<file path="config.mk">
export PLATFORM = sky130hd
export DESIGN_NAME = btree_node_insert_split_core
export DESIGN_NICKNAME = d
export VERILOG_FILES = /design/src/rtl/btni_pkg.sv /design/src/rtl/btni_ram.sv /design/src/rtl/btree_node_insert_split_core.sv
export SDC_FILE = /design/constraint.sdc
export NUM_CORES = 2
export LEC_CHECK = 0
export BUFFER_PORTS_ARGS = -buffer_cell sky130_fd_sc_hd__buf_2
export CAP_MARGIN = 20
export CORE_MARGIN = 2
export CORE_UTILIZATION = 55
export CTS_BUF_LIST = sky130_fd_sc_hd__clkbuf_8
export CTS_CLUSTER_SIZE = 8
export DETAILED_ROUTE_END_ITERATION = 8
export PLACE_DENSITY = 0.82
export SETUP_SLACK_MARGIN = 0.2
export SLEW_MARGIN = 15
export SYNTH_ARGS = -nofsm -noshare
export SYNTH_HDL_FRONTEND = slang
export SYNTH_SLANG_ARGS = --single-unit
</file>
<file path="constraint.sdc">
create_clock -name clk -period 17.51 [get_ports clk]
set_clock_uncertainty 0.05 [all_clocks]
set_input_delay 1.751 -clock clk [delete_from_list [all_inputs] [get_ports clk]]
set_output_delay 1.751 -clock clk [all_outputs]
set_load 0.02 [all_outputs]
</file>
<file path="src/rtl/btni_pkg.sv">
// ----------------------------------------------------------------------------
// btni_pkg
// Shared sizes, status codes and the result record for the index-node core.
// ----------------------------------------------------------------------------
package btni_pkg;

  // node capacity in entries
  localparam int CAPACITY = 32;
  // entry count width (holds 0..CAPACITY)
  localparam int CNT_W    = $clog2(CAPACITY + 1);
  // entry address width
  localparam int ADDR_W   = $clog2(CAPACITY);
  localparam int KEY_W    = 32;
  localparam int CHILD_W  = 32;

  typedef enum logic [1:0] {
    STATUS_OK    = 2'd0,
    STATUS_FULL  = 2'd1,
    STATUS_EMPTY = 2'd2
  } status_t;

  // one result transaction
  typedef struct packed {
    status_t                    status;
    logic                       now_full;
    logic                       key_valid;
    logic signed [KEY_W-1:0]    sibling_key;
    logic        [CHILD_W-1:0]  sibling_child;
    logic signed [KEY_W-1:0]    promoted_key;
    logic        [CNT_W-1:0]    node_count;
    logic                       sibling_is_index;
    logic                       last;
  } result_t;

endpackage

</file>
<file path="src/rtl/btni_ram.sv">
// ----------------------------------------------------------------------------
// btni_ram
// Generic simple dual-port RAM: one write port, one read port, registered read.
// ----------------------------------------------------------------------------
module btni_ram #(
  parameter int WIDTH = 32,
  parameter int DEPTH = 32,
  localparam int AW   = (DEPTH > 1) ? $clog2(DEPTH) : 1
) (
  input  logic             clk,
  input  logic             we,
  input  logic [AW-1:0]    waddr,
  input  logic [WIDTH-1:0] wdata,
  input  logic [AW-1:0]    raddr,
  output logic [WIDTH-1:0] rdata
);

  logic [WIDTH-1:0] mem [DEPTH];

  // write and registered read
  always_ff @(posedge clk) begin
    if (we) begin
      mem[waddr] <= wdata;
    end
    rdata <= mem[raddr];
  end

endmodule

</file>
<file path="src/rtl/btree_node_insert_split_core.sv">
// ----------------------------------------------------------------------------
// btree_node_insert_split_core
// One B+ tree internal node held in key and child RAMs: sorted insert and split.
// ----------------------------------------------------------------------------
// Insert: the key RAM is scanned from the top entry down, one entry per cycle,
//   shifting entries up until the lower-bound slot is found, and the result
//   is registered. Full-node reject and empty-node insert skip the scan.
// Split: promoted key first, then one result per cycle from the RAM read ports
//   unless the output stalls (count - count/2 results). One item is worked at a time.
// Reset clears the state, the entry count, the configuration register and out_valid; RAM contents are not cleared.
module btree_node_insert_split_core
  import btni_pkg::*;
(
  input  logic                      clk,
  input  logic                      rst,
  // input channel
  input  logic                      in_valid,
  output logic                      in_stall,
  input  logic                      op,
  input  logic signed [KEY_W-1:0]   new_key,
  input  logic        [CHILD_W-1:0] new_child,
  // result channel
  output logic                      out_valid,
  input  logic                      out_stall,
  output logic        [1:0]         status,
  output logic                      now_full,
  output logic                      key_valid,
  output logic signed [KEY_W-1:0]   sibling_key,
  output logic        [CHILD_W-1:0] sibling_child,
  output logic signed [KEY_W-1:0]   promoted_key,
  output logic        [CNT_W-1:0]   node_count,
  output logic                      sibling_is_index,
  output logic                      last,
  // configuration
  input  logic                      cfg_wen,
  input  logic                      cfg_wdata
);

  typedef enum logic [6:0] {
    ST_IDLE  = 7'b0000001,
    ST_START = 7'b0000010,
    ST_INS   = 7'b0000100,
    ST_PUT   = 7'b0001000,
    ST_PROM  = 7'b0010000,
    ST_SPLIT = 7'b0100000,
    ST_EMIT  = 7'b1000000
  } state_t;

  state_t                     state, state_next;
  logic        [CNT_W-1:0]    count, count_next;
  logic        [CNT_W-1:0]    idx, idx_next;
  logic signed [KEY_W-1:0]    prom, prom_next;
  result_t                    res, res_next;
  logic                       children_are_index;
  logic                       op_q;
  logic signed [KEY_W-1:0]    key_q;
  logic        [CHILD_W-1:0]  child_q;

  // RAM ports
  logic                       ram_we;
  logic        [ADDR_W-1:0]   ram_waddr;
  logic        [KEY_W-1:0]    ram_wkey;
  logic        [CHILD_W-1:0]  ram_wchild;
  logic        [ADDR_W-1:0]   key_raddr, child_raddr;
  logic        [KEY_W-1:0]    key_rdata;
  logic        [CHILD_W-1:0]  child_rdata;

  // output register
  logic                       out_free;
  logic                       out_ld;
  result_t                    out_res;
  result_t                    out_q;

  logic        [CNT_W-1:0]    mid;
  logic                       is_last;
  logic                       shift_up;
  logic        [CNT_W-1:0]    count_inc;

  // key i lives at key RAM address i; its right child at child RAM address i
  btni_ram #(.WIDTH(KEY_W), .DEPTH(CAPACITY)) u_key_ram (
    .clk   (clk),
    .we    (ram_we),
    .waddr (ram_waddr),
    .wdata (ram_wkey),
    .raddr (key_raddr),
    .rdata (key_rdata)
  );

  btni_ram #(.WIDTH(CHILD_W), .DEPTH(CAPACITY)) u_child_ram (
    .clk   (clk),
    .we    (ram_we),
    .waddr (ram_waddr),
    .wdata (ram_wchild),
    .raddr (child_raddr),
    .rdata (child_rdata)
  );

  assign in_stall  = (state != ST_IDLE);
  assign out_free  = !out_valid || !out_stall;
  assign mid       = count >> 1;
  assign is_last   = (idx == count - CNT_W'(1));
  assign shift_up  = ($signed(key_rdata) >= key_q);
  assign count_inc = count + CNT_W'(1);

  // sequence the RAM accesses and build results
  always_comb begin
    state_next  = state;
    count_next  = count;
    idx_next    = idx;
    prom_next   = prom;
    res_next    = res;
    ram_we      = 1'b0;
    ram_waddr   = idx[ADDR_W-1:0];
    ram_wkey    = key_q;
    ram_wchild  = child_q;
    key_raddr   = '0;
    child_raddr = '0;
    out_ld      = 1'b0;
    out_res     = res;

    case (state)
      ST_IDLE: begin
        if (in_valid) begin
          state_next = ST_START;
        end
      end

      ST_START: begin
        res_next      = '0;
        res_next.last = 1'b1;
        if (!op_q) begin
          if (count == CNT_W'(CAPACITY)) begin
            res_next.status     = STATUS_FULL;
            res_next.now_full   = 1'b1;
            res_next.node_count = count;
            state_next          = ST_EMIT;
          end else if (count == '0) begin
            // empty node: place the entry directly
            ram_we              = 1'b1;
            ram_waddr           = '0;
            count_next          = count_inc;
            res_next.status     = STATUS_OK;
            res_next.now_full   = (count_inc == CNT_W'(CAPACITY));
            res_next.node_count = count_inc;
            state_next          = ST_EMIT;
          end else begin
            key_raddr   = ADDR_W'(count - CNT_W'(1));
            child_raddr = ADDR_W'(count - CNT_W'(1));
            idx_next    = count;
            state_next  = ST_INS;
          end
        end else begin
          if (count == '0) begin
            res_next.status = STATUS_EMPTY;
            state_next      = ST_EMIT;
          end else begin
            key_raddr  = ADDR_W'(mid);
            state_next = ST_PROM;
          end
        end
      end

      ST_INS: begin
        ram_we = 1'b1;
        if (shift_up) begin
          // move entry idx-1 up to idx
          ram_wkey   = key_rdata;
          ram_wchild = child_rdata;
          idx_next   = idx - CNT_W'(1);
          if (idx == CNT_W'(1)) begin
            state_next = ST_PUT;
          end else begin
            key_raddr   = ADDR_W'(idx - CNT_W'(2));
            child_raddr = ADDR_W'(idx - CNT_W'(2));
          end
        end else begin
          count_next          = count_inc;
          res_next            = '0;
          res_next.status     = STATUS_OK;
          res_next.now_full   = (count_inc == CNT_W'(CAPACITY));
          res_next.node_count = count_inc;
          res_next.last       = 1'b1;
          state_next          = ST_EMIT;
        end
      end

      ST_PUT: begin
        ram_we              = 1'b1;
        count_next          = count_inc;
        res_next            = '0;
        res_next.status     = STATUS_OK;
        res_next.now_full   = (count_inc == CNT_W'(CAPACITY));
        res_next.node_count = count_inc;
        res_next.last       = 1'b1;
        state_next          = ST_EMIT;
      end

      ST_PROM: begin
        prom_next   = $signed(key_rdata);
        key_raddr   = ADDR_W'(mid + CNT_W'(1));
        child_raddr = ADDR_W'(mid);
        idx_next    = mid;
        state_next  = ST_SPLIT;
      end

      ST_SPLIT: begin
        // hold the read addresses while the output is stalled
        key_raddr   = ADDR_W'(idx + CNT_W'(1));
        child_raddr = ADDR_W'(idx);
        if (out_free) begin
          out_ld                   = 1'b1;
          out_res                  = '0;
          out_res.status           = STATUS_OK;
          out_res.key_valid        = !is_last;
          out_res.sibling_key      = is_last ? '0 : $signed(key_rdata);
          out_res.sibling_child    = child_rdata;
          out_res.promoted_key     = prom;
          out_res.node_count       = mid;
          out_res.sibling_is_index = children_are_index;
          out_res.last             = is_last;
          if (is_last) begin
            count_next = mid;
            state_next = ST_IDLE;
          end else begin
            idx_next    = idx + CNT_W'(1);
            key_raddr   = ADDR_W'(idx + CNT_W'(2));
            child_raddr = ADDR_W'(idx + CNT_W'(1));
          end
        end
      end

      ST_EMIT: begin
        if (out_free) begin
          out_ld     = 1'b1;
          out_res    = res;
          state_next = ST_IDLE;
        end
      end

      default: begin
        state_next = ST_IDLE;
      end
    endcase
  end

  // control state
  always_ff @(posedge clk) begin
    if (rst) begin
      state              <= ST_IDLE;
      count              <= '0;
      children_are_index <= 1'b0;
      out_valid          <= 1'b0;
    end else begin
      state <= state_next;
      count <= count_next;
      if (cfg_wen) begin
        children_are_index <= cfg_wdata;
      end
      if (out_ld) begin
        out_valid <= 1'b1;
      end else if (!out_stall) begin
        out_valid <= 1'b0;
      end
    end
  end

  // payload registers
  always_ff @(posedge clk) begin
    idx  <= idx_next;
    prom <= prom_next;
    res  <= res_next;
    if (state == ST_IDLE && in_valid) begin
      op_q    <= op;
      key_q   <= new_key;
      child_q <= new_child;
    end
    if (out_ld) begin
      out_q <= out_res;
    end
  end

  assign status           = out_q.status;
  assign now_full         = out_q.now_full;
  assign key_valid        = out_q.key_valid;
  assign sibling_key      = out_q.sibling_key;
  assign sibling_child    = out_q.sibling_child;
  assign promoted_key     = out_q.promoted_key;
  assign node_count       = out_q.node_count;
  assign sibling_is_index = out_q.sibling_is_index;
  assign last             = out_q.last;

  // entry count never passes capacity
  a_count_bound: assert property (@(posedge clk) disable iff (rst)
    count <= CNT_W'(CAPACITY))
    else $error("entry count above capacity");

  // RAM writes only during insert
  a_write_insert: assert property (@(posedge clk) disable iff (rst)
    ram_we |-> (state == ST_START || state == ST_INS || state == ST_PUT))
    else $error("RAM write outside insert");

  // the last split result returns the core to idle with the lower half kept
  a_split_done: assert property (@(posedge clk) disable iff (rst)
    (state == ST_SPLIT && out_ld && is_last) |=> (state == ST_IDLE && count == $past(mid)))
    else $error("split did not finish cleanly");

  // a result is never loaded over one that is stalled
  a_no_overwrite: assert property (@(posedge clk) disable iff (rst)
    (out_valid && out_stall) |-> !out_ld)
    else $error("output overwritten while stalled");

endmodule

</file>
==> impl_metrics.csv <==
group,metric,value,unit
synthesis,yosys.area.top_type,"edfxtp_1",
drt,routed_wl,258,mm
power,netSwitchingPower,2.57,mW
final_layout,nets,6872,
clock_network,ctsResizeCount,0,
flow_run,drv_cap,0,
final_layout,fin_area,102000,um2
power,power_density,109,nW/um2
floorplanning,die_x,414,um
floorplanning,num_rows,150,
placed_design,place_area,96000,um2
clock_network,cts_inserted_buffers,365,
synthesis,synth_cell_type_count,91,
synthesis,synthArstFlopShare,0,%
floorplanning,initial_core_util,55.4,%
drt,ant_nets,0,
synthesis,synth_ff_type,"edfxtp_1",
placed_design,dpl.hpwl,135,mm
clock_network,clk_pin_slew_worst_paths,60,ps
placed_design,gp_congestion,0.900,
sta,finalHoldViolations,0,
outcome,status,"completed",
final_layout,n_fill_cell,11343,
floorplanning,die-area,171000,um2
setup_path,path_cells,"inv_1 > ha_1 > o21ba_1 > a221oi_1 > o2111ai_4 > buf_4 > nand2_2 > inv_1 > nor3_1 > a21o_4 > buf_12 > buf_4 > buf_4 > mux2i_1 > mux2_2 > o32ai_1 > a221oi_1 > o22ai_1",
synthesis,synth.area.mux_share,4.03,%
drt,drc_errors,0,
sta,slew_violations,0,
final_layout,drive_above_1_share,12.7,%
synthesis,syn-num-nets,6568,
setup_path,crit_required,18350,ps
setup_path,critical-path-top-delay-family,"buffers and inverters",
synthesis,synth_edf_count,2268,
synthesis,synth_top_family_by_area,"simple AND/OR/NAND/NOR gates",
sta,fin_tns_setup,0,ps
floorplanning,io_pins,181,
final_layout,final_common_cell,"edfxtp_1",
power,p_comb_share,5.9,%
sta,worst_slew_pin_slew,1310,ps
final_layout,layout_common_cells,"edfxtp_1 (2268), nand2_1 (1598), nand3_1 (393)",
setup_path,crit_type,"flop to flop",
synthesis,yosys.area.top_type_share,73.6,%
drt,drt_iter0_drc,10871,
synthesis,ys_seq_elements,2347,
clock_network,worstSkewPairLatency,1100,ps
synthesis,synthSimpleGateAreaFrac,12.6,%
sta,period_share,41.0,%
synthesis,yosysWarnings,0,
global_routing,first_global_vias,57968,
clock_network,tritoncts,"built",
clock_network,hold_buffers,0,
power,power_leakage,36.0,nW
setup_path,end_kind,"flop",
global_routing,grt-ovfl-total,0,
synthesis,synth_fa_ha_area_share,0.568,%
floorplanning,die_y,414,um
global_routing,grt_first_pass_wirelength,371,mm
sta,finalHoldWorstSlack,402,ps
synthesis,synth_area,92500,um2
drt,vias_per_cell,6.54,
sta,clock.fmax,0.139,GHz
clock_network,clock-sinks,2347,
clock_network,cts-root-buf,"clkbuf_8",
drt,wl_per_cell,28.0,um
power,internal-power,8.60,mW
power,vdd_drop_max,106,uV
sta,slew_headroom,12.6,%
setup_path,timing.critical_path.buf_inv,6,
setup_path,critPathMostFrequentCell,"buf_4",
global_routing,antenna_found_initial,10,
synthesis,netlist_instances,6455,
power,pwr-share-seq,57.8,%
power,clockPowerShare,36.3,%
synthesis,synth-compound-area-share,5.14,%
sta,period_needed,7170,ps
setup_path,cp.arrival,8010,ps
synthesis,synthXorXnorAreaFrac,0.280,%
power,power,11.2,mW
synthesis,synth_area_leaders,"edfxtp_1 (74%), nand2_1 (6.5%), mux2i_1 (3.2%), and3_1 (2.2%), nand3_1 (2.1%)",
sta,rsz0062_at_grt,"no",
drt,dr_total_vias,60174,
global_routing,grt_max_degree,187,
synthesis,yosysSeqAreaShare,75.3,%
power,swShare,23.0,%
setup_path,cpPeakStageDelay,860,ps
clock_network,htree_levels,5,
setup_path,cp_slowest_cell,"buf_4",
floorplanning,core,167000,um2
setup_path,path_max_fanout,186,
final_layout,area_growth,10.8,%
clock_network,clock_path_buffers,4,
sta,setup_viol,0,
setup_path,startpoint_type,"flop",
synthesis,synth.avg_cell_area,14.3,um2
min_path,hold_class,"flop to flop",
placed_design,io_buffers,180,
clock_network,postCtsSetupBuffers,0,
global_routing,track_usage,29.2,%
drt,dr.pass1.iters,8,
final timing paths:
check | to | start | cells past startpoint | slack [ps]
worst max-delay path | u_child_ram.rdata[10] | count[1] | 18 | 10340
worst max register to register | u_child_ram.rdata[10] | count[1] | 18 | 10340
worst min-delay path | prom[0] | u_key_ram.rdata[0] | 0 | 400
worst min register to register | prom[0] | u_key_ram.rdata[0] | 0 | 400
cells by family (layout without fill, tap and decap cells):
logic type	count (synthesis)	after routing
buffers and inverters	439	976
XOR/XNOR	28	28
AND/OR/NAND/NOR	2601	2601
adder cells (fa/ha/maj)	42	42
AO/OA/AOI/OAI	660	660
flip-flops	2347	2347
multiplexers	338	338
other	0	3
cell usage after synthesis, types with 53 or more instances:
cell type  count
edfxtp_1    2268
nand2_1     1601
nand3_1      393
and3_1       323
mux2i_1      295
clkbuf_1     185
buf_2        133
a31oi_1      120
nor2_1        96
o21ai_0       93
dfxtp_1       79
o22ai_1       71
nand4_1       65
a221oi_1      53
routing by layer:
| layer | GRT usage, % | part of all wire (%) | vias to the layer above |
|---|---|---|---|
| met2 | 45.8 | 46 | 5189 |
| met1 | 37.3 | 33 | 29002 |
| met5 | 0 | 0.027 | - |
| met3 | 6.84 | 14 | 1047 |
| met4 | 17.8 | 6.9 | 10 |
| li1 | - | - | 24926 |
stage by stage:
step	cells	utilization, %	setup WS (ps)
floorplan	6455	-	10260
global placement	8585	57.5	10230
detailed placement	8589	57.5	10160
CTS	9189	61.2	10460
global route	9197	61.3	10010
finish	9199	61.3	10340
layout make-up:
cell class                      instances  area [um2]  area share, %
Antenna cell                            3        7.51        0.00733
Clock buffer                          386        5310           5.19
Clock inverter                        214         903          0.882
Inverter                               49         186          0.182
Multi-Input combinational cell       3669       21500           20.9
Sequential cell                      2347       69700           68.0
Tap cell                             2204        2760           2.69
Timing Repair Buffer                  327        2150           2.10
power groups by stage:
stage	sequential (mW)	combinational, mW	clock, mW
after floorplan	6.55	0.390	0
after global placement	6.57	0.595	0
after detailed placement	6.57	0.627	0
after CTS	6.45	0.631	4.06
after global routing	6.45	0.703	4.28
final	6.45	0.662	4.05
registers in the layout, summed over array words and instances (netlist names), 7 cells and up:
register	flops
u_child_ram.mem	1024
state	7
u_key_ram.mem	1024
res	9
prom	32
sibling_key	32
u_key_ram.rdata	32
child_q	32
promoted_key	32
key_q	32
u_child_ram.rdata	32
sibling_child	32
(Power assumes the default switching activity.)
